$ cat src/rtl/core/glcr_pkg.sv
// Package for the GF(2^8) Lagrange coefficient recovery block.
// Holds sizes, controller commands and the field multiply function.
package glcr_pkg;
  localparam int MaxPoints = 16;
  localparam int IdxW = 4;
  localparam int CntW = 5;

  localparam logic [3:0] CMD_IDLE    = 4'd0;
  localparam logic [3:0] CMD_LOAD    = 4'd1;
  localparam logic [3:0] CMD_CLR_ACC = 4'd2;
  localparam logic [3:0] CMD_INIT_I  = 4'd3;
  localparam logic [3:0] CMD_BASIS   = 4'd4;
  localparam logic [3:0] CMD_DENOM   = 4'd5;
  localparam logic [3:0] CMD_INV     = 4'd6;
  localparam logic [3:0] CMD_SCALE   = 4'd7;
  localparam logic [3:0] CMD_ACC     = 4'd8;
  localparam logic [3:0] CMD_EMIT    = 4'd9;

  typedef struct packed {
    logic [3:0]      op;
    logic [IdxW-1:0] i;
    logic [IdxW-1:0] j;
    logic [IdxW-1:0] l;
    logic [CntW-1:0] deg;
  } cmd_t;

  function automatic logic [7:0] gf_mul(input logic [7:0] a, input logic [7:0] b);
    logic [7:0] p;
    logic [7:0] x;
    p = 8'd0;
    x = a;
    for (int n = 0; n < 8; n++) begin
      if (b[n]) p = p ^ x;
      x = {x[6:0], 1'b0} ^ (x[7] ? 8'h1b : 8'h00);
    end
    return p;
  endfunction
endpackage

$ cat src/rtl/core/glcr_datapath.sv
// Datapath: point stores, basis polynomial, accumulators, one shared multiplier.
// Depends on glcr_pkg.
module glcr_datapath (
  input  logic              clk,
  input  glcr_pkg::cmd_t    cmd,
  input  logic [7:0]        x_code,
  input  logic [7:0]        y_value,
  input  logic [3:0]        load_idx,
  output logic [7:0]        coefficient
);
  import glcr_pkg::*;

  logic [7:0] x_store [MaxPoints];
  logic [7:0] y_store [MaxPoints];
  logic [7:0] basis [MaxPoints+1];
  logic [7:0] acc [MaxPoints];
  logic [7:0] denom;
  logic [7:0] inv;
  logic [7:0] base;
  logic [7:0] scale;
  logic [7:0] xi;
  logic [7:0] xj;
  logic [7:0] mul_a;
  logic [7:0] mul_b;
  logic [7:0] mul_p;
  logic [CntW-1:0] lp;
  logic [CntW-1:0] lq;

  assign xi = x_store[cmd.i];
  assign xj = x_store[cmd.j];
  assign lp = cmd.deg + 5'd1 - {1'b0, cmd.l};
  assign lq = lp - 5'd1;

  always_comb begin
    mul_a = 8'd0;
    mul_b = 8'd0;
    case (cmd.op)
      CMD_BASIS: begin mul_a = basis[lp]; mul_b = xj; end
      CMD_DENOM: begin mul_a = denom; mul_b = xi ^ xj; end
      CMD_INV: begin mul_a = cmd.l[0] ? base : inv; mul_b = base; end
      CMD_SCALE: begin mul_a = y_store[cmd.i]; mul_b = inv; end
      CMD_ACC: begin mul_a = basis[{1'b0, cmd.l} + 5'd1]; mul_b = scale; end
      default: begin mul_a = 8'd0; mul_b = 8'd0; end
    endcase
  end
  assign mul_p = gf_mul(mul_a, mul_b);

  always_ff @(posedge clk) begin
    case (cmd.op)
      CMD_LOAD: begin
        x_store[load_idx] <= x_code;
        y_store[load_idx] <= y_value;
      end
      CMD_CLR_ACC: for (int n = 0; n < MaxPoints; n++) acc[n] <= 8'd0;
      CMD_INIT_I: begin
        for (int n = 0; n <= MaxPoints; n++) basis[n] <= (n == 1) ? 8'd1 : 8'd0;
        denom <= 8'd1;
      end
      CMD_BASIS: basis[lp] <= basis[lq] ^ mul_p;
      CMD_DENOM: denom <= mul_p;
      CMD_INV: begin
        // l zero: load base from denom; l odd: square base; other even l: multiply result (exp 254 = bits 1..7)
        if (cmd.l == 4'd0) begin
          base <= denom; inv <= 8'd1;
        end else if (cmd.l[0]) base <= mul_p;
        else inv <= mul_p;
      end
      CMD_SCALE: scale <= (denom == 8'd0) ? 8'd0 : mul_p;
      CMD_ACC: acc[cmd.l] <= acc[cmd.l] ^ mul_p;
      default: ;
    endcase
  end

  assign coefficient = acc[cmd.l];
endmodule

$ cat src/rtl/core/glcr_ctrl.sv
// Controller: load counting, compute sequencing and coefficient output.
// Depends on glcr_pkg.
module glcr_ctrl (
  input  logic           clk,
  input  logic           rst,
  input  logic           cfg_we,
  input  logic [4:0]     cfg_data,
  input  logic           in_valid,
  output logic           in_ready,
  output logic           out_valid,
  input  logic           out_ready,
  output logic [3:0]     coeff_index,
  output logic           last,
  output logic [3:0]     load_idx,
  output glcr_pkg::cmd_t cmd
);
  import glcr_pkg::*;

  localparam logic [2:0] S_LOAD = 3'd0, S_CLR = 3'd1, S_INIT = 3'd2, S_BAS = 3'd3,
    S_DEN = 3'd4, S_INV = 3'd5, S_SCL = 3'd6, S_ACC = 3'd7;

  logic [2:0] state;
  logic       emit;
  logic [4:0] kreg;
  logic [4:0] loaded;
  logic [3:0] i, j, l;
  logic [4:0] deg;
  logic [3:0] km1;
  logic       skip;

  assign km1 = kreg[3:0] - 4'd1;
  assign load_idx = loaded[3:0];
  assign in_ready = (state == S_LOAD) && !emit;
  assign out_valid = emit;
  assign coeff_index = l;
  assign last = (l == km1);
  assign skip = (j == i);

  always_comb begin
    cmd.op = CMD_IDLE;
    cmd.i = i; cmd.j = j; cmd.l = l; cmd.deg = deg;
    if (emit) cmd.op = CMD_EMIT;
    else case (state)
      S_LOAD: cmd.op = (in_valid) ? CMD_LOAD : CMD_IDLE;
      S_CLR: cmd.op = CMD_CLR_ACC;
      S_INIT: cmd.op = CMD_INIT_I;
      S_BAS: cmd.op = skip ? CMD_IDLE : CMD_BASIS;
      S_DEN: cmd.op = CMD_DENOM;
      S_INV: cmd.op = CMD_INV;
      S_SCL: cmd.op = CMD_SCALE;
      default: cmd.op = CMD_ACC;
    endcase
  end

  always_ff @(posedge clk) begin
    if (rst) begin
      state <= S_LOAD; emit <= 1'b0; kreg <= 5'd1; loaded <= 5'd0;
      i <= 4'd0; j <= 4'd0; l <= 4'd0; deg <= 5'd0;
    end else if (cfg_we) begin
      kreg <= (cfg_data == 5'd0) ? 5'd1 : (cfg_data > 5'd16 ? 5'd16 : cfg_data);
      loaded <= 5'd0;
    end else if (emit) begin
      if (out_ready) begin
        l <= l + 4'd1;
        if (l == km1) begin emit <= 1'b0; state <= S_LOAD; end
      end
    end else begin
      case (state)
        S_LOAD: if (in_valid) begin
          if (loaded + 5'd1 == kreg) begin
            loaded <= 5'd0; state <= S_CLR; i <= 4'd0;
          end else loaded <= loaded + 5'd1;
        end
        S_CLR: state <= S_INIT;
        S_INIT: begin j <= 4'd0; l <= 4'd0; deg <= 5'd1; state <= S_BAS; end
        S_BAS: begin
          // one cell of the basis update per cycle, from top down
          if (skip) begin
            if (j == km1) state <= S_INV;
            else j <= j + 4'd1;
          end else if (l == deg[3:0]) begin
            l <= 4'd0; deg <= deg + 5'd1; state <= S_DEN;
          end else l <= l + 4'd1;
        end
        S_DEN: begin
          if (j == km1) begin state <= S_INV; l <= 4'd0; end
          else begin j <= j + 4'd1; state <= S_BAS; end
        end
        S_INV: begin
          if (l == 4'd14) begin l <= 4'd0; state <= S_SCL; end
          else l <= l + 4'd1;
        end
        S_SCL: begin l <= 4'd0; state <= S_ACC; end
        default: begin
          if (l == km1) begin
            l <= 4'd0;
            if (i == km1) emit <= 1'b1;
            else begin i <= i + 4'd1; state <= S_INIT; end
          end else l <= l + 4'd1;
        end
      endcase
    end
  end
endmodule

$ cat src/rtl/core/gf256_lagrange_coeff_recover.sv
// Top level of the GF(2^8) Lagrange coefficient recovery block.
// Instantiates glcr_ctrl and glcr_datapath; depends on glcr_pkg.
//
// Usage: write point_count (cfg_we/cfg_data, clamped to 1..16) while idle;
// this restarts loading. Send K points on in_valid/in_ready (x_code,
// y_value). in_ready stays high until the K-th is taken. After the K-th
// the block computes with its single shared field multiplier, then sends K
// words on out_valid/out_ready: coefficient, coeff_index from 0 upward,
// last on the final word. One word per cycle when the receiver is ready;
// a stall holds the word. No new point is taken during compute or output.
// Reset (rst, synchronous) sets K to 1 and empties the point count.
module gf256_lagrange_coeff_recover (
  input  logic       clk,
  input  logic       rst,
  input  logic       cfg_we,
  input  logic [4:0] cfg_data,
  input  logic       in_valid,
  output logic       in_ready,
  input  logic [7:0] x_code,
  input  logic [7:0] y_value,
  output logic       out_valid,
  input  logic       out_ready,
  output logic [7:0] coefficient,
  output logic [3:0] coeff_index,
  output logic       last
);
  import glcr_pkg::*;

  cmd_t       cmd;
  logic [3:0] load_idx;

  glcr_ctrl u_ctrl (
    .clk, .rst, .cfg_we, .cfg_data, .in_valid, .in_ready, .out_valid,
    .out_ready, .coeff_index, .last, .load_idx, .cmd
  );

  glcr_datapath u_dp (
    .clk, .cmd, .x_code, .y_value, .load_idx, .coefficient
  );
endmodule

$ cat config.mk
export PLATFORM = sky130hd
export DESIGN_NAME = gf256_lagrange_coeff_recover
export DESIGN_NICKNAME = d
export VERILOG_FILES = /design/src/rtl/core/glcr_pkg.sv /design/src/rtl/core/glcr_datapath.sv /design/src/rtl/core/glcr_ctrl.sv /design/src/rtl/core/gf256_lagrange_coeff_recover.sv
export SDC_FILE = /design/constraint.sdc
export NUM_CORES = 1
export LEC_CHECK = 0
export ABC_AREA = 0
export BUFFER_PORTS_ARGS = -buffer_cell sky130_fd_sc_hd__buf_4
export CAP_MARGIN = 20
export CORE_ASPECT_RATIO = 0.9
export CORE_UTILIZATION = 40
export DETAILED_ROUTE_END_ITERATION = 10
export PLACE_DENSITY = 0.62
export SLEW_MARGIN = 25
export SYNTH_ARGS = -nofsm -noshare
export SYNTH_HDL_FRONTEND = slang
export SYNTH_SLANG_ARGS = --single-unit
$ cat constraint.sdc
create_clock -name clk -period 10.7 [get_ports clk]
set_clock_uncertainty 0.1 [all_clocks]
set_input_delay 0.535 -clock clk [delete_from_list [all_inputs] [get_ports clk]]
set_output_delay 0.535 -clock clk [all_outputs]
set_load 0.02 [all_outputs]
[After elaboration in Yosys (flattened, before gate mapping)]
Memories as Yosys holds them, arrays and structs flattened. A register that Yosys moved wholly into a read port is not among the register bits.
Index checks and enable logic that the tools add are counted.
Storage, ports and cells
  bits in registers: 63
  bits in writable memories: 520
  bits of input ports: 26
  output and inout port bits: 15
  word-level logic and storage cells: 203
  memories: 4
Operators by class
  add/subtract/negate cells: 9
  $lt $le $gt $ge: 1
  equality and inequality tests: 39
  mux-type cells: 91
  bitwise gates (word level): 20
  reductions and logical operators: 27
Memories
  u_dp.basis: words 17, width 8, rd ports 3, clocked after Yosys merged registers in 0, write ports 17, line glcr_datapath.sv:15  | logic [7:0] basis [MaxPoints+1];
  u_dp.acc: words 16, width 8, rd ports 1, clocked after Yosys merged registers in 1, write ports 16, line glcr_datapath.sv:16  | logic [7:0] acc [MaxPoints];
  u_dp.x_store: words 16, width 8, rd ports 2, clocked after Yosys merged registers in 2, write ports 1, line glcr_datapath.sv:13  | logic [7:0] x_store [MaxPoints];
  u_dp.y_store: words 16, width 8, rd ports 1, clocked after Yosys merged registers in 1, write ports 1, line glcr_datapath.sv:14  | logic [7:0] y_store [MaxPoints];
Operators with widths (number)
  bitwise XOR 8 bit: 17
  2-to-1 mux 8 bit: 14
  2-to-1 mux 4 bit: 23
  case mux 8 bit (5 select lines): 2
  2-to-1 mux 5 bit: 13
  2-to-1 mux 3 bit: 13
  case mux 4 bit (7 select lines): 1
  case mux 3 bit (7 select lines): 1
  equality test 4 bit: 5
  case mux 4 bit (5 select lines): 1
  2-to-1 mux 1 bit: 19
  equality test 4 x 3 -> 1 bit, second input constant: 4
  case mux 8 bit (2 select lines): 1
  OR reduction 8 bit: 2
  adder 4 x 1 -> 4 bit, second input constant: 3
  case mux 4 bit (3 select lines): 1
  adder 5 x 1 -> 5 bit, second input constant: 2
  != test 2 x 1 -> 1 bit, second input constant: 5
  != test 2 bit, second input constant: 5
  case mux 5 bit (2 select lines): 1
  AND reduction 10 bit: 1
  AND reduction 5 bit: 2
  equality test 3 bit, second input constant: 3
  != test 3 x 2 -> 1 bit, second input constant: 3
  33 further kinds: 45

[Depth between registers and ports, before layout]
  word-level depth: 24
  mapped depth: 24
  depth with buffers taken out: 17

[Cells and area by module]
A second synthesis with hierarchy kept.
Second synthesis, totals
  cells, all modules: 2438
  area, all modules: 37055.5 um2
Modules (own cells, without submodules)
  glcr_datapath: instances 1, cells each 2146, area an instance 34677.0 um2, seq. area each 20179.4 um2
  glcr_ctrl: instances 1, cells each 292, area an instance 2378.5 um2, seq. area each 620.6 um2

[Worst setup path before layout]
No wires, ideal clock.
  path type: register to register
  from: reg u_ctrl.l[0] (netlist: u_ctrl.coeff_index[0])
  to: mem u_dp.basis[17][5] (data pin)
  library setup time: 290 ps
  arrival time: 5332 ps
  data required time: 10310 ps
  setup slack: 4978 ps
  stages on the path, launching flop included: 22
  path buffers: 8
  period minus slack after synthesis: 5722 ps
  path through: dfxtp_1 > buf_4 > buf_6 > buf_6 > inv_1 > ha_1 > buf_2 > buf_2 > buf_4 > clkbuf_1 > mux4_2 > mux4_2 > a221oi_2 > o31ai_4 > xor2_2 > xor2_2 > nor2_1 > xnor3_2 > xor2_4 > xnor2_2 > buf_6 > inv_1
RTL lines
  from (decl): line glcr_ctrl.sv:26  | logic [3:0] i, j, l;
  from (signal assigned): line glcr_ctrl.sv:64  | l <= l + 4'd1;
  from (signal assigned): line glcr_ctrl.sv:83  | end else l <= l + 4'd1;
  from (signal assigned): line glcr_ctrl.sv:91  | else l <= l + 4'd1;
  to (decl): line glcr_datapath.sv:15

==> key figures <==
Setup path
  • Critical path fanouts, max: 31
  • FF-to-FF setup slack: 3140 ps
  • R2R Path Start: u_ctrl.coeff_index[0]
  • Required @ worst endpoint: 10860 ps
  • Crit Path Class: register to register
  • Critical Path Sink Type: register
  • Reg2reg end: u_dp.basis[30][6]
  • Critical Path Source Type: register
  • Worst R2R Path Depth: 16
  • Critical path arrival: 7720 ps

Floorplan
  • Die W: 323 um
  • Core box area: 91400 um^2
  • Initial Util: 40.5%
  • Die Span Y: 291 um
  • # rows: 105
  • Ports: 41
  • Die area: 93800 um^2

Timing
  • Fin crit period: 7560 ps
  • Worst Tran Pin Value: 1140 ps
  • Period utilization: 70.6%
  • Final hold viol count: 0
  • Final setup viols: 0
  • Count of pins over their slew limit: 0
  • Slew margin rel.: 23.3%
  • Final worst slack: 3140 ps
  • Hold WS: 28.8 ps
  • Fin Setup TNS: 0 ps
  • Max Freq: 0.132 GHz
  • RSZ-0062 raised after global routing: no

Pwr
  • Max VDD drop: 0.000178 V
  • Pwr/cell area: 216 nW/um^2
  • Leak pwr: 13.2 nW

Logic synthesis
  • Commonest cells in the netlist: 672 x edfxtp_1, 396 x nor2_1, 335 x mux4_2
  • Yosys warning total: 0
  • Post-synthesis cell area: 37000 um^2
  • Synth Instances: 2425
  • Synth Flop Type: edfxtp_1
  • Most frequent cell after synthesis: edfxtp_1
  • Syn Area/Cell: 15.3 um^2
  • Distinct cells, synth: 95
  • FF+latch count, synth: 715
  • Syn nets: 2473
  • Post-synth EDFFs: 672
  • Cells taking the most area after synthesis: edfxtp_1 54%, mux4_2 20%, nor2_1 4.0%
  • Post-synth top area cell: edfxtp_1
  • Asr flop ratio synth: 0%
  • Top-area cell type share of the netlist area: 54.5%
  • Post-synthesis sequential area ratio: 56.8%

Drt
  • Starting DRT DRC Count: 3008
  • WL/cell: 28.3 um
  • Drt total wl: 106000 um
  • First-pass DRT Iterations: 5
  • ANT nets after route: 0
  • Via count: 23000
  • # DRC: 0
  • Routed vias/inst: 6.12

GRT
  • First-pass GRT wire length: 157000 um
  • Initial antenna violation count: 2
  • Grt ovf: 0
  • Vias in the first global route: 23000
  • Largest net degree at the start of global routing: 53
  • GR Util All Layers: 22.8%

Min path
  • HP Start: out_ready
  • Hold Crit Depth: 2
  • Min-Delay Endpoint: u_ctrl.out_valid
  • Hold crit path type: primary input to register

Clocking
  • Clock Sink Count: 715
  • Clock Latency Late Sink: 660 ps
  • Clk pin slew, worst setup/hold paths: 70 ps
  • Root Buffer: clkbuf_16
  • CTS Hold Buffers Added: 0
  • Cts repair resizes: 0
  • Clk buf depth: 3
  • Post CTS Setup Buffer Count: 0
  • H-tree depth: 3
  • CTS tree: yes
  • CTS buffer count: 80

Placement
  • Hpwl dp: 71300 um
  • Final GP Congestion: 0.954
  • PortBufs: 40
  • Place WS: 3300 ps

Job
  • # Max-Cap Violations: 0

Outcome
  • Run status: finished, final reports clean

Layout
  • Layout cells sized above 1: 25.7%
  • Final #Nets: 2502
  • P&R area growth vs syn: 11.2%
  • Fill cells: 8026
-- worst max-delay path by stage --
stage	start	endpoint	slack [ps]	cells past startpoint
CTS	u_ctrl.coeff_index[0]	u_dp.basis[30][6]	3250	16
global placement	u_ctrl.coeff_index[0]	u_dp.basis[20][4]	3400	16
global route	u_ctrl.coeff_index[2]	u_dp.basis[30][6]	2810	16
finish	u_ctrl.coeff_index[0]	u_dp.basis[30][6]	3140	16
floorplan	u_ctrl.coeff_index[0]	u_dp.basis[17][5]	4980	21
detailed placement	u_ctrl.coeff_index[0]	u_dp.basis[21][4]	3300	16
-- worst max-delay path: stages (launching register included) --
cell and delay [ps]:
dfxtp_4 750, inv_1 250, ha_2 870, buf_4 390, mux4_2 550, mux2i_1 360
a22oi_1 120, a221o_1 330, a41o_1 480, xor2_2 590, nor3_1 120, a21oi_1 150
o21ai_1 100, xnor3_1 430, xnor2_4 240, xnor2_2 850, inv_1 440
-- sequential cells by signal (all words and copies together), names as in the netlist, 8 cells and up, named ones only --
name          flops
u_dp.x_store    128
u_dp.inv          8
u_dp.denom        8
u_dp.scale        8
u_dp.y_store    128
u_dp.basis      256
u_dp.base         8
u_dp.acc        128
-- final cells by class --
type / count / area, um^2 / area share [%]
flip-flops and latches: 715 / 21100 / 51.1
multi-input cells: 1511 / 15100 / 36.6
clock buffers: 100 / 2080 / 5.04
well taps: 1230 / 1540 / 3.73
repair buffers: 108 / 811 / 1.97
clock inverters: 49 / 519 / 1.26
inverters: 38 / 143 / 0.346
diodes: 1 / 2.50 / 0.00607
-- cells in the final DEF (no fill, tap or decap), types with 13 or more instances in the layout --
master / count
o21ai_0: 28
clkbuf_1: 20
nor2_1: 390
xnor2_1: 57
a211oi_1: 25
mux4_2: 335
inv_1: 33
and2_1: 17
buf_4: 108
and3_1: 14
ha_1: 18
nand3_1: 35
nor3_1: 27
xnor2_2: 15
xor2_1: 42
edfxtp_1: 672
clkinv_2: 13
dfxtp_1: 38
nor2b_1: 28
clkinv_1: 16
nand2_1: 148
mux2i_1: 68
clkbuf_16: 80
a21oi_1: 48
-- stage by stage --
step                total power, mW  instances  instance area, um^2  util, %
finish                         8.90       3752                41200     45.1
CTS                            8.93       3750                41200     45.1
floorplan                      5.37       2425                37000        -
detailed placement             6.20       3601                38600     42.2
global placement               6.14       3601                38600     42.2
global route                   9.22       3752                41200     45.1
-- where the power goes --
group	internal (mW)	switching (mW)	leakage (nW)	total (mW)
Clock	1.57	1.17	1.26	2.74
Sequential	3.48	0.108	6.52	3.59
Combinational	0.873	1.69	5.38	2.57
Total	5.93	2.97	13.2	8.90
-- cells by family after synthesis --
family / synth area share (%)
DFF: 56.8
AOI/OAI and AO/OA: 4.28
and+or+nand+nor: 8.40
muxes: 22.5
xor gates and xnor gates: 4.44
buffers and inverters: 2.86
adders and majority gates: 0.763
-- routing by layer --
layer / vias up / GRT usage (%) / routed length, um
met2: 1234 / 34.5 / 49200
met3: 177 / 4.46 / 10000
li1: 9571 / - / -
met1: 12000 / 33.1 / 43900
met4: 2 / 7.19 / 3090
met5: - / 0 / 13
(Power assumes the default switching activity.)
